### src/hdl/mis_pkg.sv
// shared types and constants for the machine interlock supervisor
`default_nettype none

package mis_pkg;

    localparam int TIMER_W        = 22;
    localparam int NUM_TIMERS     = 5;
    localparam int ADC_W          = 12;
    localparam int MASK_W         = 4;
    localparam int CFG_IDX_W      = 3;
    localparam int CFG_DATA_W     = 22;

    localparam int DEF_DEBOUNCE_MS    = 50;
    localparam int DEF_SURGE_MS       = 2000;
    localparam int DEF_WIND_DOWN_MS   = 3000;
    localparam int DEF_NUM_INTERLOCKS = 4;

    // timer slots
    localparam int TM_DEB   = 0;
    localparam int TM_PRE   = 1;
    localparam int TM_POST  = 2;
    localparam int TM_SURGE = 3;
    localparam int TM_WIND  = 4;

    localparam logic [TIMER_W-1:0] TIMER_MAX = {TIMER_W{1'b1}};

    typedef enum logic [CFG_IDX_W-1:0] {
        CFG_INTERLOCK_MASK  = 3'd0,
        CFG_PRERUN_TIMEOUT  = 3'd1,
        CFG_POSTRUN_TIMEOUT = 3'd2,
        CFG_SUPPLY_MIN      = 3'd3,
        CFG_SUPPLY_MAX      = 3'd4,
        CFG_CT_ZERO         = 3'd5,
        CFG_CT_DISCONNECT   = 3'd6,
        CFG_RUN_THRESHOLD   = 3'd7
    } cfg_idx_t;

    typedef enum logic [2:0] {
        FC_OK         = 3'd0,
        FC_UNDERVOLT  = 3'd1,
        FC_OVERVOLT   = 3'd2,
        FC_OVERCURENT = 3'd3,
        FC_CT_OPEN    = 3'd4,
        FC_RUN_DIS    = 3'd5
    } fault_code_t;

    typedef enum logic [1:0] {
        MODE_DISABLED = 2'd0,
        MODE_IDLE     = 2'd1,
        MODE_RUNNING  = 2'd2,
        MODE_PAUSED   = 2'd3
    } mode_t;

    typedef struct packed {
        logic [MASK_W-1:0] interlock_levels;
        logic              enable_level;
        logic              enable_rise;
        logic              sample_valid;
        logic [ADC_W-1:0]  supply_raw;
        logic [ADC_W-1:0]  ct_raw;
    } in_word_t;

    typedef struct packed {
        logic       contactor_on;
        logic       run_out;
        logic       fault_out;
        logic [1:0] machine_mode;
        logic [2:0] fault_code;
        logic       sealed;
    } out_word_t;

endpackage

`default_nettype wire

### src/hdl/machine_interlock_supervisor.sv
// machine interlock supervisor: one millisecond tick word in, one status word out
//
// usage
//   s_valid/s_ready/s_data carry one tick word per millisecond: interlock pin
//   levels, enable level and rise, and an optional supply and ct adc sample.
//   m_valid/m_ready/m_data return one status word per tick: contactor drive,
//   run and fault outputs, machine mode, fault code and sealed status.
//   cfg_wr_en/cfg_index/cfg_wdata write the threshold and timeout registers;
//   write only while no tick is in flight.
// timing
//   a tick word waits in the input register until the output slot frees; the whole
//   update is one combinational pass into the state and output registers, and the
//   output register drives m_valid. one word per cycle is sustained while m_ready is high.
// stall
//   while m_ready is low the finished word is held; the input register takes
//   one more word, then s_ready drops until the output side drains.
// reset
//   aresetn low clears both stages, loads the register defaults, drops all
//   drives and saturates every timer, so no timeout is pending after reset.
`default_nettype none

module machine_interlock_supervisor
    import mis_pkg::*;
#(
    parameter int DEBOUNCE_MS    = DEF_DEBOUNCE_MS,
    parameter int SURGE_MS       = DEF_SURGE_MS,
    parameter int WIND_DOWN_MS   = DEF_WIND_DOWN_MS,
    parameter int NUM_INTERLOCKS = DEF_NUM_INTERLOCKS
) (
    input  wire logic                  aclk,
    input  wire logic                  aresetn,

    input  wire logic                  s_valid,
    output      logic                  s_ready,
    input  wire in_word_t              s_data,

    output      logic                  m_valid,
    input  wire logic                  m_ready,
    output      out_word_t             m_data,

    input  wire logic                  cfg_wr_en,
    input  wire logic [CFG_IDX_W-1:0]  cfg_index,
    input  wire logic [CFG_DATA_W-1:0] cfg_wdata
);

    // count of interlocks that can matter, capped at eight
    localparam int NI_CAP = (NUM_INTERLOCKS > 8) ? 8 : NUM_INTERLOCKS;

    localparam logic [TIMER_W-1:0] DEB_LIM   = TIMER_W'(DEBOUNCE_MS);
    localparam logic [TIMER_W-1:0] SURGE_LIM = TIMER_W'(SURGE_MS);
    localparam logic [TIMER_W-1:0] WIND_LIM  = TIMER_W'(WIND_DOWN_MS);

    typedef struct packed {
        logic [MASK_W-1:0]  interlock_mask;
        logic [TIMER_W-1:0] prerun_timeout;
        logic [TIMER_W-1:0] postrun_timeout;
        logic [ADC_W-1:0]   supply_min;
        logic [ADC_W-1:0]   supply_max;
        logic [ADC_W-1:0]   ct_zero;
        logic [ADC_W-1:0]   ct_disconnect;
        logic [ADC_W-1:0]   run_threshold;
    } cfg_t;

    // complete supervisor state, timers included
    typedef struct packed {
        logic                                enabled;
        logic                                running;
        logic                                paused;
        logic                                faulted;
        fault_code_t                         reason;
        logic                                enable_pending;
        logic                                surge;
        logic                                wind_down;
        logic                                sealed;
        logic                                drv_contactor;
        logic                                drv_run;
        logic                                drv_fault;
        logic [NUM_TIMERS-1:0][TIMER_W-1:0]  tmr;
    } sup_state_t;

    // mask bits beyond the interlock count never count
    function automatic logic [MASK_W-1:0] used_bits();
        logic [MASK_W-1:0] m;
        for (int i = 0; i < MASK_W; i++) begin
            m[i] = (i < NI_CAP);
        end
        return m;
    endfunction

    localparam logic [MASK_W-1:0] USED_MASK = used_bits();

    // drop contactor and run; leaving the enabled state starts wind-down
    function automatic sup_state_t go_disabled(sup_state_t st);
        sup_state_t s;
        s = st;
        s.drv_contactor = 1'b0;
        s.drv_run       = 1'b0;
        if (s.enabled) begin
            s.enabled         = 1'b0;
            s.running         = 1'b0;
            s.paused          = 1'b0;
            s.tmr[TM_WIND]    = '0;
            s.wind_down       = 1'b1;
        end
        return s;
    endfunction

    function automatic sup_state_t set_fault(sup_state_t st, fault_code_t code);
        sup_state_t s;
        s = st;
        s.reason    = code;
        s           = go_disabled(s);
        s.faulted   = (code != FC_OK);
        s.drv_fault = s.faulted;
        return s;
    endfunction

    // supply and current checks for one sample pair
    function automatic sup_state_t analog_check(sup_state_t st, cfg_t c,
                                                logic [ADC_W-1:0] sup,
                                                logic [ADC_W-1:0] ct);
        sup_state_t       s;
        logic [ADC_W-1:0] ctv;
        s   = st;
        ctv = ct;
        if (sup < c.supply_min) begin
            s = set_fault(s, FC_UNDERVOLT);
        end else if (sup > c.supply_max) begin
            s = set_fault(s, FC_OVERVOLT);
        end

        if (ct <= c.ct_zero) begin
            ctv = '0;
        end else if (ct >= c.ct_disconnect) begin
            // startup surge while enabled, open sensor otherwise
            if (s.enabled) begin
                if (!s.surge) begin
                    s.running        = 1'b1;
                    s.surge          = 1'b1;
                    s.tmr[TM_SURGE]  = '0;
                    s.drv_run        = 1'b1;
                end else if (s.tmr[TM_SURGE] >= SURGE_LIM) begin
                    s.surge = 1'b0;
                    s       = set_fault(s, FC_OVERCURENT);
                end
            end else begin
                s = set_fault(s, FC_CT_OPEN);
            end
            return s;
        end

        if (ctv > c.run_threshold) begin
            if (!s.enabled && !s.faulted) begin
                if (!s.wind_down) begin
                    s = set_fault(s, FC_RUN_DIS);
                end
            end else if (s.paused && !s.faulted) begin
                s.paused  = 1'b0;
                s.running = 1'b1;
                s.drv_run = 1'b1;
            end else if (!s.running && !s.faulted) begin
                s.running = 1'b1;
                s.drv_run = 1'b1;
            end
        end else if (s.running) begin
            s.running       = 1'b0;
            s.paused        = 1'b1;
            s.tmr[TM_POST]  = '0;
            s.drv_run       = 1'b0;
        end
        return s;
    endfunction

    cfg_t       cfg_reg;
    sup_state_t state_reg;
    sup_state_t state_next;
    logic       in_valid_reg;
    in_word_t   in_word_reg;
    logic       out_valid_reg;
    out_word_t  out_word_reg;
    out_word_t  out_word_next;
    logic       advance;

    // the tick in the input register is processed when the output slot frees
    assign advance = in_valid_reg && (!out_valid_reg || m_ready);
    assign s_ready = !in_valid_reg || advance;
    assign m_valid = out_valid_reg;
    assign m_data  = out_word_reg;

    // configuration registers
    always_ff @(posedge aclk) begin
        if (!aresetn) begin
            cfg_reg.interlock_mask  <= MASK_W'(15);
            cfg_reg.prerun_timeout  <= TIMER_W'(60000);
            cfg_reg.postrun_timeout <= TIMER_W'(60000);
            cfg_reg.supply_min      <= '0;
            cfg_reg.supply_max      <= ADC_W'(4095);
            cfg_reg.ct_zero         <= '0;
            cfg_reg.ct_disconnect   <= ADC_W'(4095);
            cfg_reg.run_threshold   <= ADC_W'(100);
        end else if (cfg_wr_en) begin
            unique case (cfg_idx_t'(cfg_index))
                CFG_INTERLOCK_MASK:  cfg_reg.interlock_mask  <= cfg_wdata[MASK_W-1:0];
                CFG_PRERUN_TIMEOUT:  cfg_reg.prerun_timeout  <= cfg_wdata[TIMER_W-1:0];
                CFG_POSTRUN_TIMEOUT: cfg_reg.postrun_timeout <= cfg_wdata[TIMER_W-1:0];
                CFG_SUPPLY_MIN:      cfg_reg.supply_min      <= cfg_wdata[ADC_W-1:0];
                CFG_SUPPLY_MAX:      cfg_reg.supply_max      <= cfg_wdata[ADC_W-1:0];
                CFG_CT_ZERO:         cfg_reg.ct_zero         <= cfg_wdata[ADC_W-1:0];
                CFG_CT_DISCONNECT:   cfg_reg.ct_disconnect   <= cfg_wdata[ADC_W-1:0];
                CFG_RUN_THRESHOLD:   cfg_reg.run_threshold   <= cfg_wdata[ADC_W-1:0];
                default:             cfg_reg                 <= cfg_reg;
            endcase
        end
    end

    // one full tick update, in the order: press, interlocks, timeouts, analog
    always_comb begin
        sup_state_t        s;
        logic [MASK_W-1:0] required;
        mode_t             mode;

        s = state_reg;

        // every timer advances by one ms and saturates
        for (int i = 0; i < NUM_TIMERS; i++) begin
            if (s.tmr[i] != TIMER_MAX) begin
                s.tmr[i] = s.tmr[i] + TIMER_W'(1);
            end
        end

        // debounced enable press; sealed here is last tick's value
        if (in_word_reg.enable_rise && s.tmr[TM_DEB] >= DEB_LIM) begin
            s.tmr[TM_DEB] = '0;
            if (in_word_reg.enable_level && !s.enabled && s.sealed) begin
                s.enabled        = 1'b1;
                s.enable_pending = 1'b1;
                s.tmr[TM_PRE]    = '0;
            end
        end

        // interlock chain
        required = cfg_reg.interlock_mask & USED_MASK;
        s.sealed = ((in_word_reg.interlock_levels & required) == required);
        if (!s.sealed) begin
            s = go_disabled(s);
        end

        // timeouts, then the press takes effect
        if (s.enabled) begin
            if (!s.running && !s.paused && s.tmr[TM_PRE] >= cfg_reg.prerun_timeout) begin
                s = go_disabled(s);
            end else if (s.paused && s.tmr[TM_POST] >= cfg_reg.postrun_timeout) begin
                s = go_disabled(s);
            end else if (s.enable_pending) begin
                // a press while faulted clears the fault and leaves the enabled state again
                if (s.faulted) begin
                    s = set_fault(s, FC_OK);
                end else if (s.sealed) begin
                    s.drv_contactor = 1'b1;
                    s.wind_down     = 1'b0;
                end
                s.enable_pending = 1'b0;
            end
        end

        if (in_word_reg.sample_valid) begin
            s = analog_check(s, cfg_reg, in_word_reg.supply_raw, in_word_reg.ct_raw);
        end

        if (s.wind_down && s.tmr[TM_WIND] >= WIND_LIM) begin
            s.wind_down = 1'b0;
        end

        // running wins over paused when a surge hits during pause
        if (!s.enabled) begin
            mode = MODE_DISABLED;
        end else if (s.running) begin
            mode = MODE_RUNNING;
        end else if (s.paused) begin
            mode = MODE_PAUSED;
        end else begin
            mode = MODE_IDLE;
        end

        state_next                  = s;
        out_word_next.contactor_on  = s.drv_contactor;
        out_word_next.run_out       = s.drv_run;
        out_word_next.fault_out     = s.drv_fault;
        out_word_next.machine_mode  = mode;
        out_word_next.fault_code    = s.reason;
        out_word_next.sealed        = s.sealed;
    end

    // input register
    always_ff @(posedge aclk) begin
        if (!aresetn) begin
            in_valid_reg <= 1'b0;
        end else if (s_ready) begin
            in_valid_reg <= s_valid;
        end
    end

    always_ff @(posedge aclk) begin
        if (s_ready && s_valid) begin
            in_word_reg <= s_data;
        end
    end

    // supervisor state advances once per processed tick
    always_ff @(posedge aclk) begin
        if (!aresetn) begin
            state_reg.enabled        <= 1'b0;
            state_reg.running        <= 1'b0;
            state_reg.paused         <= 1'b0;
            state_reg.faulted        <= 1'b0;
            state_reg.reason         <= FC_OK;
            state_reg.enable_pending <= 1'b0;
            state_reg.surge          <= 1'b0;
            state_reg.wind_down      <= 1'b0;
            state_reg.sealed         <= 1'b1;
            state_reg.drv_contactor  <= 1'b0;
            state_reg.drv_run        <= 1'b0;
            state_reg.drv_fault      <= 1'b0;
            for (int i = 0; i < NUM_TIMERS; i++) begin
                state_reg.tmr[i] <= TIMER_MAX;
            end
        end else if (advance) begin
            state_reg <= state_next;
        end
    end

    // output register
    always_ff @(posedge aclk) begin
        if (!aresetn) begin
            out_valid_reg <= 1'b0;
        end else if (advance) begin
            out_valid_reg <= 1'b1;
        end else if (m_ready) begin
            out_valid_reg <= 1'b0;
        end
    end

    always_ff @(posedge aclk) begin
        if (advance) begin
            out_word_reg <= out_word_next;
        end
    end

endmodule

`default_nettype wire

### config.mk
export PLATFORM = sky130hd
export DESIGN_NAME = machine_interlock_supervisor
export DESIGN_NICKNAME = d
export VERILOG_FILES = /design/src/hdl/mis_pkg.sv /design/src/hdl/machine_interlock_supervisor.sv
export SDC_FILE = /design/constraint.sdc
export NUM_CORES = 1
export LEC_CHECK = 0
export BUFFER_PORTS_ARGS = -buffer_cell sky130_fd_sc_hd__buf_2
export CORE_UTILIZATION = 35
export CTS_CLUSTER_SIZE = 12
export DETAILED_ROUTE_END_ITERATION = 8
export PLACE_DENSITY = 0.51
export SLEW_MARGIN = 20
export SYNTH_ARGS = -nofsm -noshare
export SYNTH_HDL_FRONTEND = slang
export SYNTH_SLANG_ARGS = --single-unit
### constraint.sdc
create_clock -name aclk -period 6.75 [get_ports aclk]
set_input_delay 0.3375 -clock aclk [delete_from_list [all_inputs] [get_ports aclk]]
set_output_delay 0.3375 -clock aclk [all_outputs]
set_load 0.02 [all_outputs]
======== Word level (Yosys, flattened, before mapping) ========
Index checks and enable logic that the tools add are counted.
word-level totals
  bits of input ports ..................... 61
  flip-flop bits (word level) ............. 274
  output and inout bits ................... 11
operators by class
  add/subtract/negate cells ............... 5
  equality and inequality tests ........... 13
  muxes and demuxes ....................... 83
  order comparisons ....................... 10
  bitwise logic cells ..................... 2
  reduce and logical (&&, ||, !) cells .... 33
operator list
  operator               count
  $mux 124               18
  $mux 22                12
  $mux 112               1
  $mux 111               1
  $add 22x1->22 const B  5
  $ne 22x22->1 const B   5
  $mux 44                2
  $mux 66                1
  $mux 45                1
  $ge 22x22->1           2
  $mux 1                 32
  $mux 9                 3
  $gt 12x12->1           2
  $mux 12                2
  $mux 23                1
  $ge 22x11->1 const B   1
  $ge 22x12->1 const B   1
  $ge 22x6->1 const B    1
  $reduce_and 2->1       8
  $mux 2                 7
  $eq 3x3->1 const B     4
  $ge 12x12->1           1
  $le 12x12->1           1
  $logic_and 1x1->1      12
  other kinds (13)       22

======== Depth between registers and ports, before layout ========
  depth after elaboration ................. 35
  gate-level depth with buffers ........... 25

======== Least setup slack after synthesis ========
OpenSTA, ideal clock, no wires.
  path type ............................... flip-flop to flip-flop
  from .................................... register state_reg[0] (netlist bit)
  to ...................................... register state_reg[102] (netlist bit)
  data required time ...................... 6.655 ns
  period minus slack after synthesis ...... 5.574 ns
  cell stages (with the launch flop) ...... 24
  path slack .............................. 1.176 ns
  library setup time ...................... 0.095 ns
  arrival ................................. 5.479 ns
  cells stage by stage .................... dfxtp_1 > ha_1 > and3_1 > nand4_4 > buf_6 > a2111oi_4 > o211ai_1 > or4_4 > o41a_1 > buf_6 > clkbuf_1 > a21oi_1 > ha_1 > and4_1 > and4_1 > a221oi_1 > o21ai_0 > o21ai_0 > nor3b_1 > a21oi_1 > a31o_2 > nand2b_4 > buf_2 > o311ai_1
on the way
  word-level cells in the longest chain between the ends .. 28
  elaborated cells on any way between the ends .. 51
RTL lines
  item                                                  RTL line                                                                  text
  start, declared                                       machine_interlock_supervisor.sv:175                                       sup_state_t state_reg;
  start signal, assigned                                machine_interlock_supervisor.sv:328                                       state_reg <= state_next;
  $add 22x1->22 or $ne 22x22->1 (tied branches)         machine_interlock_supervisor.sv:227, machine_interlock_supervisor.sv:226
  $mux 22 *                                             machine_interlock_supervisor.sv:226                                       if (s.tmr[i] != TIMER_MAX) begin
  $ge 22x6->1 *                                         machine_interlock_supervisor.sv:232                                       if (in_word_reg.enable_rise && s.tmr[TM_DEB] >= DEB_LIM) begin
  $logic_and 1x1->1 *                                   machine_interlock_supervisor.sv:232
  $mux 1                                                machine_interlock_supervisor.sv:232
  $mux 2 (tied with other cells)                        machine_interlock_supervisor.sv:98                                        if (s.enabled) begin
  $mux 124 *                                            machine_interlock_supervisor.sv:244                                       if (!s.sealed) begin
  branches (longest 4 deep; another with $ge 22x22->1)  n/a
  (+9 left out)                                         n/a
  $mux 124, on equally long branches                    machine_interlock_supervisor.sv:132, machine_interlock_supervisor.sv:134
  $mux 124, on equally long branches                    machine_interlock_supervisor.sv:266, machine_interlock_supervisor.sv:132
  $mux 22 (tied with other cells)                       machine_interlock_supervisor.sv:98
  $mux 124 or $logic_and 1x1->1 (tied branches)         machine_interlock_supervisor.sv:154, machine_interlock_supervisor.sv:153
  $mux 111                                              machine_interlock_supervisor.sv:153                                       if (!s.enabled && !s.faulted) begin
  $mux 45                                               machine_interlock_supervisor.sv:152                                       if (ctv > c.run_threshold) begin
  $mux 124                                              machine_interlock_supervisor.sv:152
  $mux 124 *                                            machine_interlock_supervisor.sv:266                                       if (in_word_reg.sample_valid) begin
Mark *: on every way between the ends. The select of a mux whose other input is x is not followed.
A chain may end at the register's enable or synchronous reset.

======== Worst setup path in the final report ========
  from .................................... register state_reg[0] (netlist bit)
  to ...................................... register state_reg[66] (netlist bit)
on the way
  word-level cells in the longest chain between the ends .. 28
  elaborated cells on any way between the ends .. 42
RTL lines
  item                                                  RTL line                                                                  text
  $add 22x1->22 or $ne 22x22->1 (tied branches)         machine_interlock_supervisor.sv:227, machine_interlock_supervisor.sv:226
  $mux 22 *                                             machine_interlock_supervisor.sv:226
  $ge 22x6->1 *                                         machine_interlock_supervisor.sv:232
  $logic_and 1x1->1 *                                   machine_interlock_supervisor.sv:232
  $mux 1                                                machine_interlock_supervisor.sv:232
  $mux 2                                                machine_interlock_supervisor.sv:98
  $mux 124 *                                            machine_interlock_supervisor.sv:244
  branches (longest 4 deep; another with $ge 22x22->1)  n/a
  (+9 left out)                                         n/a
  $mux 124                                              machine_interlock_supervisor.sv:132                                       if (ct <= c.ct_zero) begin
  $mux 124                                              machine_interlock_supervisor.sv:266
  $logic_not 1->1                                       machine_interlock_supervisor.sv:153
  $logic_and 1x1->1                                     machine_interlock_supervisor.sv:153
  $mux 111                                              machine_interlock_supervisor.sv:153
  $mux 45                                               machine_interlock_supervisor.sv:152
  $mux 124                                              machine_interlock_supervisor.sv:152
  $mux 124 *                                            machine_interlock_supervisor.sv:266
Marks and branches as above.

==> impl_metrics.toml <==
[outcome]
status = "finished clean"

[power]
ir_worst_vdd_mv = 0.175
power.density_mw_per_mm2 = 277
power_leakage_nw = 7.42

[synthesis]
synthFlopType = "dfxtp_1"
synth_top_area_cell = "dfxtp_1"
syn_area_mm2 = 0.0159
ys_warn_count = 0
synthArstFlopShare_pct = 0
synthCells = 1967
synthDominantCellAreaShare_pct = 29.5
yosysUniqueCellTypes = 78
yosysSeqAreaShare_pct = 37.1
synth_seq_cells = 274
avgSynthCellArea_um2 = 8.07
synth_nets = 2136
synthTopCellsByArea = "dfxtp_1, ha_1, nand2_1, edfxtp_1, a21oi_1"
synth_edf_count = 40

[detailed_routing]
antenna_left = 0
wl_per_cell_um = 16.8
routed_wl_um = 44300
viasPerCell = 5.37
drt_iter0_markers = 718
drc = 0
first_pass_iters = 5
vias = 14200

[critical_path]
reg2reg_to = "state_reg[66]"
critPathMaxStageDelay_ns = 0.56
cp-endpoint = "state_reg[66]"
cp-end-kind = "flip-flop"
cpMostUsedCell = "o21ai_0"
crit_start = "state_reg[0]"
arrival_ns = 6.55
reg2reg_slack_ns = 0.62
worstRegToRegCells = 21
startpoint_type = "flip-flop"
slowest_stage = "or4_4"
r2r-start = "state_reg[0]"
worstPathCellList = "ha_1 > and3_1 > nand4_4 > a2111oi_4 > o211ai_1 > or4_4 > o41a_4 > a21oi_1 > ha_1 > and4_1 > and4_1 > a221oi_1 > o21ai_0 > o21ai_0 > buf_4 > nand3b_1 > a211oi_1 > buf_4 > and3_2 > o21ai_0 > a221o_1"
critPathKind = "reg -> reg"
cp_max_fo = 22
required_ns = 7.17

[layout]
mostFrequentLayoutCells = "nand2_1, dfxtp_1, a21oi_1"
finalInstanceArea_mm2 = 0.0182
final-instance-count-excl-fill = 2640
diodes = 0
largest_register_ffs = 124
final_common_cell = "nand2_1"
fin_nets = 2192
fillers = 4600
drive_gt1_share_pct = 8.98
syn2layout_area_growth_pct = 14.8

[sta]
tightest_slew_ns = 1.10
rsz0062_at_grt = "false"
fin_crit_sh_pct = 90.8
slew_viol_final = 0
max_slew_margin_pct = 26.8
min_period_ns = 6.13
clock.fmax_mhz = 163
hold_viol_final = 0
fin_setup_tns_ns = 0
finalSetupViolCount = 0
holdWs_ns = 0.0357
finalClockSkew_ns = 0.0353

[placed_design]
place_inst = 2542
gp_congestion = 0.865
place_area_mm2 = 0.0167
portBuffers = 71
dp_hpwl_um = 30400

[clock_network]
cts_sinks = 274
cts-root-buf = "clkbuf_16"
cts_buffers = 36
htree_levels = 2
clkSlewWorstSetupHoldPaths_ns = 0.06
cts.path.max_buffers = 3
tritoncts = "yes"
clk_latency_ns = 0.56
cts_setup_buffers = 0

[die]
core-area_mm2 = 0.0445
dieArea_mm2 = 0.0462
start_util_pct = 35.7
rows = 77
io_pins = 72
die_w_um = 215
die_h_um = 215

[worst_hold_path]
min_path_type = "in -> reg"

[global_route]
grt-ovfl-total = 0
antenna_found_initial = 0
grt_pass1_vias = 13700
grt_util_all_layers_pct = 19.2
grt_max_degree = 84
grt_first_pass_wirelength_um = 72500

[flow_run]
maxCapViolCount = 0
==> synthesized netlist by cell type, types with 15 or more instances <==
cell type,number
nor2_1,111
and4_1,27
xnor2_1,23
a21o_1,20
inv_1,135
ha_1,108
o311ai_0,24
o21ai_0,109
nand2_1,322
edfxtp_1,40
xor2_1,26
nand4_1,40
nand3_1,67
nor2b_1,19
and2_1,28
nor3_1,21
and3_1,32
o311ai_1,22
clkbuf_1,80
nand2b_1,22
o211ai_1,64
a21oi_1,162
dfxtp_1,234
o21ai_1,15
==> where the power goes <==
part / internal [W] / switching (W) / total (W)
Sequential: 0.00176 / 0.000125 / 0.00189
Clock: 0.00108 / 0.000760 / 0.00184
Combinational: 0.000522 / 0.000801 / 0.00132
Total: 0.00336 / 0.00169 / 0.00505
==> logic make-up (layout without fill, tap and decap cells) <==
logic type      after synthesis  after routing  share of synthesized area [%]
mux                          15             15                          0.970
buf+inv                     247            328                           6.19
xor+xnor                     49             49                           2.70
flops                       274            274                           37.1
simple gates                744            744                           22.8
fa+ha+maj                   108            108                           8.51
compound gates              530            530                           21.7
==> final cells by class <==
type / instances / area (µm²) / area share [%]
Timing Repair Buffer: 129 / 898 / 4.93
Multi-Input combinational cell: 1446 / 9050 / 49.7
Tap cell: 592 / 741 / 4.06
Sequential cell: 274 / 5890 / 32.3
Clock buffer: 50 / 1040 / 5.68
Clock inverter: 13 / 100 / 0.549
Inverter: 136 / 510 / 2.80
==> worst max-delay path: cells and delay by family (launching register included) <==
| kind | cells | cell delay [ns] |
|---|---|---|
| flip-flops | 1 | 0.39 |
| buffers and inverters | 2 | 0.39 |
| AO/OA/AOI/OAI | 10 | 2.68 |
| AND/OR/NAND/NOR | 7 | 1.96 |
| adder cells (fa/ha/maj) | 2 | 0.59 |
==> per-layer routing <==
metal | part of all wire (%) | track usage [%]
met1 | 47 | 25.4
met2 | 47 | 32.4
met3 | 3.5 | 2.36
met4 | 2.4 | 6.50
met5 | 0 | 0
==> worst min path at each step <==
stage	start	to	slack [ns]	cells past startpoint
finish	cfg_wdata[12]	cfg_reg[94]	0.04	3
global route	cfg_wdata[12]	cfg_reg[94]	0.01	3
CTS	cfg_wdata[12]	cfg_reg[94]	0.0003	3
detailed placement	cfg_reg[48]	cfg_reg[48]	0.44	2
global placement	cfg_reg[48]	cfg_reg[48]	0.44	2
floorplan	cfg_reg[48]	cfg_reg[48]	0.43	2
==> stage by stage <==
| stage | power, W | utilization [%] | worst slack, ns |
|---|---|---|---|
| 2_1_floorplan | 0.00288 | - | 1.18 |
| 3_3_place_gp | 0.00320 | 37.5 | 0.310 |
| 3_5_place_dp | 0.00322 | 37.5 | 0.170 |
| 4_1_cts | 0.00510 | 40.8 | 0.136 |
| 5_1_grt | 0.00536 | 40.9 | 0.119 |
| 6_report | 0.00505 | 40.9 | 0.619 |
==> timing repair <==
action | 4_1_cts | 5_1_grt
resized for setup | 0 | 5
hold endpoints to repair | 36 | 0
hold buffers | 34 | 0
setup endpoints to repair | 0 | 74
Note: power is estimated with default switching activity, not from simulation.
